`src/design/vgd_pkg.sv`:
```
// shared types and constants for the voxel grid downsampler
package vgd_pkg;

    localparam int COORD_W = 20;
    localparam int REG_W   = 19;
    localparam int SUM_W   = 41;
    localparam int DIVR_W  = 20;
    localparam int SQ_W    = 40;
    localparam logic [DIVR_W-1:0] COUNT_MAX = {DIVR_W{1'b1}};

    localparam logic [1:0] REG_MIN_RANGE  = 2'd0;
    localparam logic [1:0] REG_MAX_RANGE  = 2'd1;
    localparam logic [1:0] REG_VOXEL_SIZE = 2'd2;

    typedef struct packed {
        logic signed [COORD_W-1:0] px;
        logic signed [COORD_W-1:0] py;
        logic signed [COORD_W-1:0] pz;
        logic                      cloud_end;
    } in_word_t;

    typedef struct packed {
        logic signed [COORD_W-1:0] cx;
        logic signed [COORD_W-1:0] cy;
        logic signed [COORD_W-1:0] cz;
        logic [DIVR_W-1:0]         members;
        logic                      last_out;
        logic                      table_full;
        logic                      no_voxels;
    } out_word_t;

    typedef struct packed {
        logic signed [COORD_W-1:0] kx;
        logic signed [COORD_W-1:0] ky;
        logic signed [COORD_W-1:0] kz;
    } key_t;

    typedef struct packed {
        logic signed [SUM_W-1:0] sx;
        logic signed [SUM_W-1:0] sy;
        logic signed [SUM_W-1:0] sz;
        logic [DIVR_W-1:0]       count;
    } acc_t;

endpackage

```
`src/design/vgd_div.sv`:
```
// bit-serial signed floor divider, one quotient bit per cycle
module vgd_div (
    input  logic                              clk,
    input  logic                              rst_n,
    input  logic                              start,
    input  logic signed [vgd_pkg::SUM_W-1:0]  dividend,
    input  logic [vgd_pkg::DIVR_W-1:0]        divisor,
    output logic                              done,
    output logic signed [vgd_pkg::COORD_W-1:0] quotient
);
    import vgd_pkg::*;

    localparam int STEP_W = $clog2(SUM_W + 1);

    logic [SUM_W-1:0]  work_reg;
    logic [DIVR_W-1:0] rem_reg;
    logic [DIVR_W-1:0] dvs_reg;
    logic              neg_reg;
    logic [STEP_W-1:0] step_reg;
    logic              done_reg;
    logic [DIVR_W:0]   shifted;
    logic              ge;
    logic [DIVR_W:0]   rem_sub;
    logic [SUM_W-1:0]  mag;
    logic [SUM_W-1:0]  q_full;

    assign shifted = {rem_reg, work_reg[SUM_W-1]};
    assign ge      = shifted >= {1'b0, dvs_reg};
    assign rem_sub = shifted - {1'b0, dvs_reg};
    // round magnitude up for negatives to get the floor
    assign mag     = work_reg + SUM_W'(rem_reg != '0);
    assign q_full  = neg_reg ? (~mag + SUM_W'(1)) : work_reg;
    assign quotient = q_full[COORD_W-1:0];
    assign done     = done_reg;

    always_ff @(posedge clk or negedge rst_n)
    begin
        if (!rst_n)
        begin
            step_reg <= '0;
            done_reg <= 1'b0;
        end
        else if (start)
        begin
            step_reg <= STEP_W'(SUM_W);
            done_reg <= 1'b0;
        end
        else if (step_reg != '0)
        begin
            step_reg <= step_reg - STEP_W'(1);
            done_reg <= (step_reg == STEP_W'(1));
        end
        else
        begin
            done_reg <= 1'b0;
        end
    end

    always_ff @(posedge clk)
    begin
        if (start)
        begin
            neg_reg  <= dividend[SUM_W-1];
            work_reg <= dividend[SUM_W-1] ? (~dividend + SUM_W'(1)) : dividend;
            rem_reg  <= '0;
            dvs_reg  <= divisor;
        end
        else if (step_reg != '0)
        begin
            work_reg <= {work_reg[SUM_W-2:0], ge};
            rem_reg  <= ge ? rem_sub[DIVR_W-1:0] : shifted[DIVR_W-1:0];
        end
    end
endmodule

```
`config.mk`:
```
export PLATFORM = sky130hd
export DESIGN_NAME = vgd_div
export DESIGN_NICKNAME = d
export VERILOG_FILES = /design/src/design/vgd_pkg.sv /design/src/design/vgd_div.sv
export SDC_FILE = /design/constraint.sdc
export NUM_CORES = 1
export LEC_CHECK = 0
export ABC_AREA = 1
export BUFFER_PORTS_ARGS = -buffer_cell sky130_fd_sc_hd__buf_4
export CAP_MARGIN = 40
export CELL_PAD_IN_SITES_DETAIL_PLACEMENT = 0
export CELL_PAD_IN_SITES_GLOBAL_PLACEMENT = 1
export CORE_MARGIN = 8
export CORE_UTILIZATION = 46
export DETAILED_ROUTE_END_ITERATION = 12
export PLACE_DENSITY = 0.86
export REMOVE_ABC_BUFFERS = 1
export SYNTH_ARGS = -nofsm -noshare
export SYNTH_HDL_FRONTEND = slang
export SYNTH_SLANG_ARGS = --single-unit
```
`constraint.sdc`:
```
create_clock -name clk -period 7.8 [get_ports clk]
set_input_delay 0.78 -clock clk [delete_from_list [all_inputs] [get_ports clk]]
set_output_delay 0.78 -clock clk [all_outputs]
set_load 0.05 [all_outputs]
```
==> flow_summary.toml <==
[synthesis]
muxShareOfSynthArea_pct = 0
yosysWarnings = 0
netlist_top_cells_area = "edfxtp_1 26%, nand2_1 16%, inv_1 6.4%, dfxtp_1 5.7%, nand3_1 5.5%"
yosysMostFrequentCell = "nand2_1"
synthCells = 1009
synth-simple-area-share_pct = 35.75
synth_top_cell_area_share_pct = 26.37
synthAdderAreaFrac_pct = 4.892
yosys-top-cells-count = "295 x nand2_1, 121 x inv_1, 95 x nor2_1"
synth_top_family_by_area = "simple AND/OR/NAND/NOR gates"
ys_async_sr_fraction_pct = 7.865
synth_xor_area_share_pct = 5.335
synth_edf_count = 62
synth_compound_area_share_pct = 11.27
postSynthAreaPerCell_um2 = 6.996
netlist_area_mm2 = 0.007059
synthDistinctLibCells = 46
synth-seq-area-share_pct = 34.53
synthFlopType = "edfxtp_1"
yosys.area.top_type = "edfxtp_1"
ys_ff_latch = 89

[critical_path]
worstSetupStartpoint = "rem_reg[5]"
cp-start-kind = "flop"
path_cells = "nor2_1, nand3_1, nor4_1, nand4_1, ha_1, ha_1, inv_1, ha_1, inv_1, nor2_1, nand3_2, nor3_4, nand3_2, nor2_2, nand2_1, nand3_1, o21ai_1, buf_4"
critical_path_class = "reg2out"
path_max_fanout = 5
arrival_ns = 3.74
cp.required_ns = 7.02
slowest_delay_ns = 0.41
ff2ff_path_depth = 14
reg2reg_to = "rem_reg[16]"
r2r_start = "dvs_reg[1]"
worst-r2r-setup-slack_ns = 4.98
cp-end-kind = "output pin"
cp_slowest_cell = "nor4_1"
critical_path.most_common_cell = "ha_1"
crit_end = "quotient[14]"

[clock_tree]
cts.htree.levels = 3
cts_root_buffer = "clkbuf_16"
cts_hold_buf = 0
path_clk_slew_ns = 0.07
ctsResizeCount = 0
cts-buffers-inserted = 9
cts_tree = "yes"
clockBufferDepth = 2
post_cts_buffers = 0
cts.sinks = 89
clk_latency_ns = 0.36

[route]
routed_wl_um = 18380
vias = 6565
first_pass_iters = 5
via_per_inst = 5.145
antenna_left = 0
remaining_drc_errors = 0
initialDrtViolationCount = 403
avgRoutedWirePerCell_um = 14.40

[floorplan]
io-pin-count = 85
die_h_um = 139.9
fp-row-count = 45
fp.dieW_um = 139.9
start_util_pct = 46.78
die_area_mm2 = 0.01957
core_mm2 = 0.01509

[placement]
place_hpwl_um = 14170
numPortBuffers = 84
pre_cts_ws_ns = 3.726
globalplace.congestion = 0.8717
dpl_cell_area_mm2 = 0.007844

[global_routing]
first_global_vias = 6300
grt_start_max_net_pins = 56
grt_pass1_wl_um = 30930
antenna_found_initial = 0
grtUsageTotal_pct = 19.19
grt_overflow = 0

[pwr]
pwr-share-clk_pct = 20.8
combPwrFrac_pct = 46.9
leakagePower_nw = 3.904
internal_power_mw = 1.252
vdd_drop_max_mv = 0.1822
p_sw_share_pct = 43.10
switchingPower_uw = 948.5
seqPwrFrac_pct = 32.2
power_density_mw_per_mm2 = 269.9

[timing]
finalCritPeriodShare_pct = 58.01
rsz0062_at_grt = "no"
final-hold-violation-count = 0
tns_ns = 0
setup_viol_count_final = 0
slew_headroom_pct = 47.59
final.min_clock_period_ns = 4.525
worst_pin_slew_ns = 0.7862
fmax_mhz = 221.0
setup_slack_ns = 3.275
finClkSkew_ns = 0.01690
slew_viol_final = 0

[cells_and_area]
fillers = 1536
fin_area_mm2 = 0.008153
drive_gt1_share_pct = 14.15
multi_input_area_mm2 = 0.004041
largest_reg_flops = 41
seq_area_mm2 = 0.002437
area_growth_syn_to_layout_pct = 15.49
antenna_cells = 0
final_nets = 1174

[hold_path]
holdCritPathClass = "in2async"

[flow_run]
drv_cap = 0

[outcome]
run_status = "completed"
logic make-up (layout without fill, tap and decap cells):
logic type | count (synthesis) | after routing
AND/OR/NAND/NOR | 561 | 561
flip-flops | 89 | 89
XOR/XNOR | 43 | 43
buffers and inverters | 150 | 229
adder cells (fa/ha/maj) | 27 | 27
AO/OA/AOI/OAI | 139 | 139
critical path, delay by kind of cell (launching register included):
kind	cells	cell delay, ns
flops	1	0.34
buf+inv	3	0.35
fa+ha+maj	3	0.75
simple gates	11	1.86
compound gates	1	0.08
power groups by stage:
| stage | clock network (mW) | registers, mW | logic [mW] |
|---|---|---|---|
| 3_3_place_gp | 0 | 0.716 | 1.02 |
| 2_1_floorplan | 0 | 0.688 | 0.780 |
| 3_5_place_dp | 0 | 0.717 | 1.03 |
| 6_report | 0.459 | 0.710 | 1.03 |
| 5_1_grt | 0.485 | 0.726 | 1.18 |
| 4_1_cts | 0.473 | 0.709 | 1.03 |
routing by layer:
layer | part of all wire (%) | track usage [%] | vias to the layer above | wire length, µm
li1 | - | - | 3466 | -
met1 | 50 | 26.29 | 2965 | 9211
met2 | 44 | 29.97 | 117 | 8056
met3 | 4.9 | 4.241 | 17 | 895
met4 | 1.2 | 4.857 | 0 | 212
met5 | 0 | 0 | - | 0
layout make-up:
class	count	share of cell area [%]
Clock buffer	9	2.762
Clock inverter	7	1.028
Tap cell	188	2.885
Timing Repair Buffer	88	8.103
Multi-Input combinational cell	770	49.57
Inverter	125	5.755
Sequential cell	89	29.90
per-stage QoR:
stage | cells | hold WS [ns] | util (%) | total power, mW
detailed placement | 1260 | 0.4778 | 51.98 | 1.746
CTS | 1276 | 0.2101 | 54.03 | 2.214
global route | 1276 | 0.2146 | 54.03 | 2.388
global placement | 1260 | 0.4764 | 51.98 | 1.739
floorplan | 984 | 0.4563 | - | 1.469
finish | 1276 | 0.2222 | 54.03 | 2.201
worst min path at each step:
stage | depth (start not counted) | from | endpoint | slack [ns]
3_5_place_dp | 2 | rem_reg[8] | rem_reg[8] | 0.48
5_1_grt | 1 | rst_n | step_reg[5] | 0.21
3_3_place_gp | 2 | rem_reg[5] | rem_reg[5] | 0.48
4_1_cts | 1 | rst_n | done | 0.21
6_report | 1 | rst_n | step_reg[3] | 0.22
2_1_floorplan | 2 | rem_reg[18] | rem_reg[18] | 0.46
layout by cell type (no fill, tap or decap), types with 6 or more instances in the layout:
cell       netlist  routed
a21oi_1         29      29
a31oi_1         12      12
buf_4            3      88
clkbuf_16        0       9
dfrtp_1          7       7
dfxtp_1         20      20
edfxtp_1        62      62
ha_1            26      26
inv_1          121     120
nand2_1        295     295
nand2_2          6       6
nand3_1         78      78
nand3_2          6       6
nand3b_1         7       7
nand4_1         17      17
nor2_1          95      95
nor2_2          11      11
nor3_1          13      13
nor4_1           8       8
o21ai_0         57      57
o21ai_1          6       6
o21bai_1         6       6
o22ai_1          7       7
or2_2            9       9
xnor2_1         22      22
xor2_1          21      21
No activity file was read; power rests on OpenSTA's default activity.
