## src/design/vgd_ram.sv

```systemverilog
// generic single write port ram with registered read
module vgd_ram #(
    parameter int WIDTH = 8,
    parameter int DEPTH = 64
) (
    input  logic                                    clk,
    input  logic                                    we,
    input  logic [(DEPTH > 1 ? $clog2(DEPTH) : 1)-1:0] waddr,
    input  logic [WIDTH-1:0]                        wdata,
    input  logic [(DEPTH > 1 ? $clog2(DEPTH) : 1)-1:0] raddr,
    output logic [WIDTH-1:0]                        rdata
);
    logic [WIDTH-1:0] mem [DEPTH];

    always_ff @(posedge clk)
    begin
        if (we)
        begin
            mem[waddr] <= wdata;
        end
        rdata <= mem[raddr];
    end
endmodule

```

## config.mk

```make
export PLATFORM = sky130hd
export DESIGN_NAME = vgd_ram
export DESIGN_NICKNAME = d
export VERILOG_FILES = /design/src/design/vgd_ram.sv
export SDC_FILE = /design/constraint.sdc
export NUM_CORES = 1
export LEC_CHECK = 0
export BUFFER_PORTS_ARGS = -buffer_cell sky130_fd_sc_hd__buf_2
export CORE_MARGIN = 3
export CORE_UTILIZATION = 48
export DETAILED_ROUTE_END_ITERATION = 16
export GPL_TIMING_DRIVEN = 0
export HOLD_SLACK_MARGIN = 0.02
export PLACE_DENSITY = 0.72
export SLEW_MARGIN = 20
export SYNTH_ARGS = -nofsm -noshare
export SYNTH_HDL_FRONTEND = slang
export SYNTH_SLANG_ARGS = --single-unit
```

## constraint.sdc

```tcl
create_clock -name clk -period 2 [get_ports clk]
set_input_delay 0.3 -clock clk [delete_from_list [all_inputs] [get_ports clk]]
set_output_delay 0.3 -clock clk [all_outputs]
set_load 0.1 [all_outputs]
```

==> flow_results.xml <==
<?xml version="1.0" encoding="UTF-8"?>
<metrics>
  <group name="run_status">
    <metric name="outcome" unit="">finished, violations left</metric>
    <metric name="violated_checks" unit="">setup timing</metric>
  </group>
  <group name="floorplanning">
    <metric name="die_height" unit="um">211</metric>
    <metric name="core" unit="um^2">41200</metric>
    <metric name="top_level_ports" unit="">30</metric>
    <metric name="rows" unit="">74</metric>
    <metric name="floorplan.initialDensity" unit="%">48.9</metric>
    <metric name="die_x" unit="um">211</metric>
    <metric name="die-area" unit="um^2">44500</metric>
  </group>
  <group name="power">
    <metric name="switching_share" unit="%">21.6</metric>
    <metric name="total_leakage_power" unit="nW">6.98</metric>
    <metric name="power.net_switching" unit="W">0.00474</metric>
    <metric name="p_per_area" unit="nW/um^2">971</metric>
    <metric name="share_seq_of_total_power" unit="%">55.1</metric>
    <metric name="irDropWorstVdd" unit="uV">637</metric>
    <metric name="share_clk_of_total_power" unit="%">38.6</metric>
    <metric name="combinational_power_share" unit="%">6.3</metric>
    <metric name="internal_power" unit="W">0.0172</metric>
    <metric name="post-layout-total-power" unit="W">0.0219</metric>
  </group>
  <group name="synthesis">
    <metric name="synth_area_leader_cell" unit="">sky130_fd_sc_hd__edfxtp_1</metric>
    <metric name="post_synth_instance_area" unit="um^2">20200</metric>
    <metric name="synthesis.area_per_instance" unit="um^2">21.5</metric>
    <metric name="yosysSeqAreaShare" unit="%">77.0</metric>
    <metric name="netlist_top_cells_area" unit="">sky130_fd_sc_hd__edfxtp_1 76%, sky130_fd_sc_hd__mux4_2 14%, sky130_fd_sc_hd__nor2_1 1.5%</metric>
    <metric name="synthesis.instances" unit="">940</metric>
    <metric name="synth_warnings" unit="">0</metric>
    <metric name="synth_nets" unit="">962</metric>
    <metric name="synth.ff_latch_count" unit="">520</metric>
    <metric name="netlist.area_leader.share" unit="%">76.2</metric>
    <metric name="synth_cell_types" unit="">40</metric>
  </group>
  <group name="finish">
    <metric name="core_occupancy_in_the_finished_layout" unit="%">54.8</metric>
    <metric name="nets" unit="">1034</metric>
    <metric name="area_growth_syn_to_layout" unit="%">12.0</metric>
    <metric name="num-fill-cells" unit="">3008</metric>
    <metric name="layout_common_cells" unit="">512 x sky130_fd_sc_hd__edfxtp_1, 126 x sky130_fd_sc_hd__mux4_2, 70 x sky130_fd_sc_hd__nor2_1, 51 x sky130_fd_sc_hd__clkbuf_16, 27 x sky130_fd_sc_hd__clkbuf_1</metric>
    <metric name="diodes" unit="">0</metric>
    <metric name="mostFrequentLayoutCell" unit="">sky130_fd_sc_hd__edfxtp_1</metric>
    <metric name="final_layout_size_suffix_gt1_share" unit="%">27.6</metric>
    <metric name="design_area" unit="um^2">22600</metric>
  </group>
  <group name="clock_tree">
    <metric name="tritoncts_sinks" unit="">520</metric>
    <metric name="clk_pin_slew_worst_paths" unit="ps">60</metric>
    <metric name="htree_levels" unit="">2</metric>
    <metric name="worstSkewPairLatency" unit="ps">570</metric>
    <metric name="cts-root-buf" unit="">sky130_fd_sc_hd__clkbuf_16</metric>
    <metric name="cts_buffer_depth" unit="">3</metric>
    <metric name="cts_buffer_count" unit="">50</metric>
    <metric name="tritoncts" unit="">built</metric>
    <metric name="postcts_setup_bufs" unit="">0</metric>
  </group>
  <group name="timing">
    <metric name="final.setup_skew" unit="ps">16.7</metric>
    <metric name="timing.final.crit_share" unit="%">106</metric>
    <metric name="fmaxAchievable" unit="MHz">471</metric>
    <metric name="worst_slew_margin_rel" unit="%">34.1</metric>
    <metric name="maxSlewViolCount" unit="">0</metric>
    <metric name="slew_worst_pin" unit="ps">985</metric>
    <metric name="holdWs" unit="ps">160</metric>
    <metric name="period_minus_slack" unit="ps">2120</metric>
    <metric name="setup_slack" unit="ps">-123</metric>
    <metric name="timing.final.hold_violations" unit="">0</metric>
    <metric name="setup_viol" unit="">50</metric>
    <metric name="rsz0062_at_grt" unit="">yes</metric>
  </group>
  <group name="critical_path">
    <metric name="crit_buf_inv" unit="">1</metric>
    <metric name="setup.worst_path.start_class" unit="">primary input</metric>
    <metric name="timing_worst_setup_path_type" unit="">primary input to register</metric>
    <metric name="worst_path_max_delay_cell" unit="">sky130_fd_sc_hd__nor2_1</metric>
    <metric name="family_with_the_most_delay_on_the_worst_path" unit="">simple AND/OR/NAND/NOR gates</metric>
    <metric name="rr_worst_depth" unit="">4</metric>
    <metric name="required_time_of_the_worst_setup_path" unit="ps">2180</metric>
    <metric name="setup.worst_path.end_class" unit="">register</metric>
    <metric name="critical-path-max-stage-delay" unit="ps">860</metric>
    <metric name="timing.critical_path.depth" unit="">4</metric>
    <metric name="worstPathArrival" unit="ps">2310</metric>
    <metric name="crit_fanout" unit="">10</metric>
    <metric name="path_cells" unit="">clkbuf_1 -&gt; nor2b_1 -&gt; nand3_1 -&gt; nor2_1</metric>
  </group>
  <group name="placement">
    <metric name="numPortBuffers" unit="">21</metric>
    <metric name="gp_congestion" unit="">0.929</metric>
    <metric name="pre_cts_slack" unit="ps">-1120</metric>
    <metric name="dpl_cell_area" unit="um^2">20900</metric>
    <metric name="post-dp-hpwl" unit="um">29100</metric>
  </group>
  <group name="hold_path">
    <metric name="min_path_cells" unit="">2</metric>
    <metric name="holdCritPathClass" unit="">primary input to register</metric>
  </group>
  <group name="drt">
    <metric name="drt_wl_total" unit="um">45900</metric>
    <metric name="antenna_violating_nets_left" unit="">0</metric>
    <metric name="met2WireLength" unit="um">21600</metric>
    <metric name="route.top_layer_used" unit="">met5</metric>
    <metric name="route.detailed.wl_per_inst" unit="um">29.0</metric>
    <metric name="drc" unit="">0</metric>
    <metric name="dr_total_vias" unit="">9944</metric>
    <metric name="drt-pass1-iter-count" unit="">5</metric>
    <metric name="wl_met3" unit="um">4480</metric>
    <metric name="wl_met1" unit="um">17900</metric>
    <metric name="vias_per_cell" unit="">6.29</metric>
    <metric name="drt-initial-drc-count" unit="">1202</metric>
  </group>
  <group name="grt">
    <metric name="grt_antenna_before_repair" unit="">7</metric>
    <metric name="vias_in_the_first_global_route" unit="">9895</metric>
    <metric name="first_pass_grt_wire_length" unit="um">67100</metric>
    <metric name="globalRouteTotalUtil" unit="%">21.0</metric>
    <metric name="grt-ovfl-total" unit="">0</metric>
    <metric name="pin_count_of_the_biggest_net_entering_global_routing" unit="">65</metric>
  </group>
  <group name="job">
    <metric name="maxCapViolCount" unit="">0</metric>
  </group>
</metrics>
==> metrics by stage <==
| step | cells | setup TNS [ps] |
|---|---|---|
| 2_1_floorplan | 940 | 0 |
| 3_3_place_gp | 1493 | -148850 |
| 3_5_place_dp | 1493 | -188590 |
| 4_1_cts | 1580 | -61.3 |
| 5_1_grt | 1580 | -3170 |
| 6_report | 1580 | -2810 |
==> what timing repair did <==
| item | in CTS | in global routing |
|---|---|---|
| hold buffers | 0 | 0 |
| setup endpoints to repair | 24 | 79 |
| pin swaps | 0 | 1 |
| resized for setup | 27 | 28 |
==> sequential cells by signal (all words and copies together) (netlist names) <==
name and cells:
rdata 8, mem 512
==> worst paths after layout <==
path / from / end / slack [ps]
max: waddr[2] / mem[45][0] / -120
min: raddr[5] / rdata[3] / 160
max reg2reg: mem[50][3] / rdata[3] / -40
min reg2reg: mem[34][1] / rdata[1] / 960
==> logic make-up after synthesis <==
kind of cell           share of synthesized area, %
AOI/OAI and AO/OA                              2.07
buffers and inverters                          1.57
DFF                                            77.0
muxes                                          15.9
and+or+nand+nor                                3.39
==> worst reg2reg max path: stages, from the launching register on <==
cell and delay [ps]:
sky130_fd_sc_hd__edfxtp_1 360, sky130_fd_sc_hd__mux4_2 510, sky130_fd_sc_hd__mux4_2 540, sky130_fd_sc_hd__o21ai_1 300, sky130_fd_sc_hd__o41ai_2 170
==> power by group through the flow <==
stage	sequential, W	combinational, W	clock [W]
after floorplan	0.0125	0.000643	0
after global placement	0.0123	0.00130	0
after detailed placement	0.0123	0.00132	0
after CTS	0.0121	0.00134	0.00857
after global routing	0.0121	0.00144	0.00903
final	0.0121	0.00138	0.00847
==> cells in the mapped netlist <==
| cell | n |
|---|---|
| sky130_fd_sc_hd__dfxtp_1 | 8 |
| sky130_fd_sc_hd__buf_1 | 4 |
| sky130_fd_sc_hd__buf_4 | 13 |
| sky130_fd_sc_hd__a221oi_1 | 6 |
| sky130_fd_sc_hd__nand4b_1 | 1 |
| sky130_fd_sc_hd__or3_1 | 1 |
| sky130_fd_sc_hd__nand2b_1 | 7 |
| sky130_fd_sc_hd__buf_6 | 4 |
| sky130_fd_sc_hd__mux2i_1 | 23 |
| sky130_fd_sc_hd__nand3_1 | 13 |
| sky130_fd_sc_hd__o2111ai_1 | 3 |
| sky130_fd_sc_hd__o21ai_0 | 2 |
| sky130_fd_sc_hd__nor2b_1 | 14 |
| sky130_fd_sc_hd__nor3_1 | 7 |
| sky130_fd_sc_hd__o41ai_1 | 2 |
| sky130_fd_sc_hd__nor2_1 | 83 |
| sky130_fd_sc_hd__nand4_1 | 2 |
| sky130_fd_sc_hd__mux2_2 | 13 |
| sky130_fd_sc_hd__o311ai_1 | 1 |
| sky130_fd_sc_hd__a21oi_1 | 3 |
| sky130_fd_sc_hd__a2111oi_0 | 2 |
| sky130_fd_sc_hd__and2_1 | 1 |
| sky130_fd_sc_hd__clkbuf_1 | 17 |
| sky130_fd_sc_hd__nand2_1 | 19 |
| sky130_fd_sc_hd__o221a_2 | 2 |
| sky130_fd_sc_hd__o221ai_1 | 8 |
| sky130_fd_sc_hd__o32ai_1 | 2 |
| sky130_fd_sc_hd__a31oi_1 | 1 |
| sky130_fd_sc_hd__o22ai_1 | 8 |
| sky130_fd_sc_hd__o2bb2ai_1 | 3 |
| sky130_fd_sc_hd__nand3b_1 | 3 |
| sky130_fd_sc_hd__buf_2 | 11 |
| sky130_fd_sc_hd__a211oi_1 | 4 |
| sky130_fd_sc_hd__a22oi_1 | 3 |
| sky130_fd_sc_hd__o21ai_1 | 2 |
| sky130_fd_sc_hd__mux4_2 | 126 |
| sky130_fd_sc_hd__edfxtp_1 | 512 |
| sky130_fd_sc_hd__o21a_1 | 2 |
| sky130_fd_sc_hd__buf_12 | 2 |
| sky130_fd_sc_hd__nor4_1 | 2 |
==> cell type report <==
cell class                 count  area, um^2  share of cell area (%)
buffer                        50         364                    1.61
clock buffer                  67        1340                    5.92
clock inverter                21         110                   0.488
multi-input combinational    369        4450                    19.7
sequential                   520       15500                    68.8
tap                          532         666                    2.95
timing repair buffer          21         125                   0.554
==> routing by layer <==
layer | global-route usage (%) | up-vias
met5 | 0 | -
met4 | 7.00 | 12
met3 | 4.68 | 125
met2 | 33.1 | 543
met1 | 29.7 | 5190
li1 | - | 4074
No activity file was read; power rests on OpenSTA's default activity.
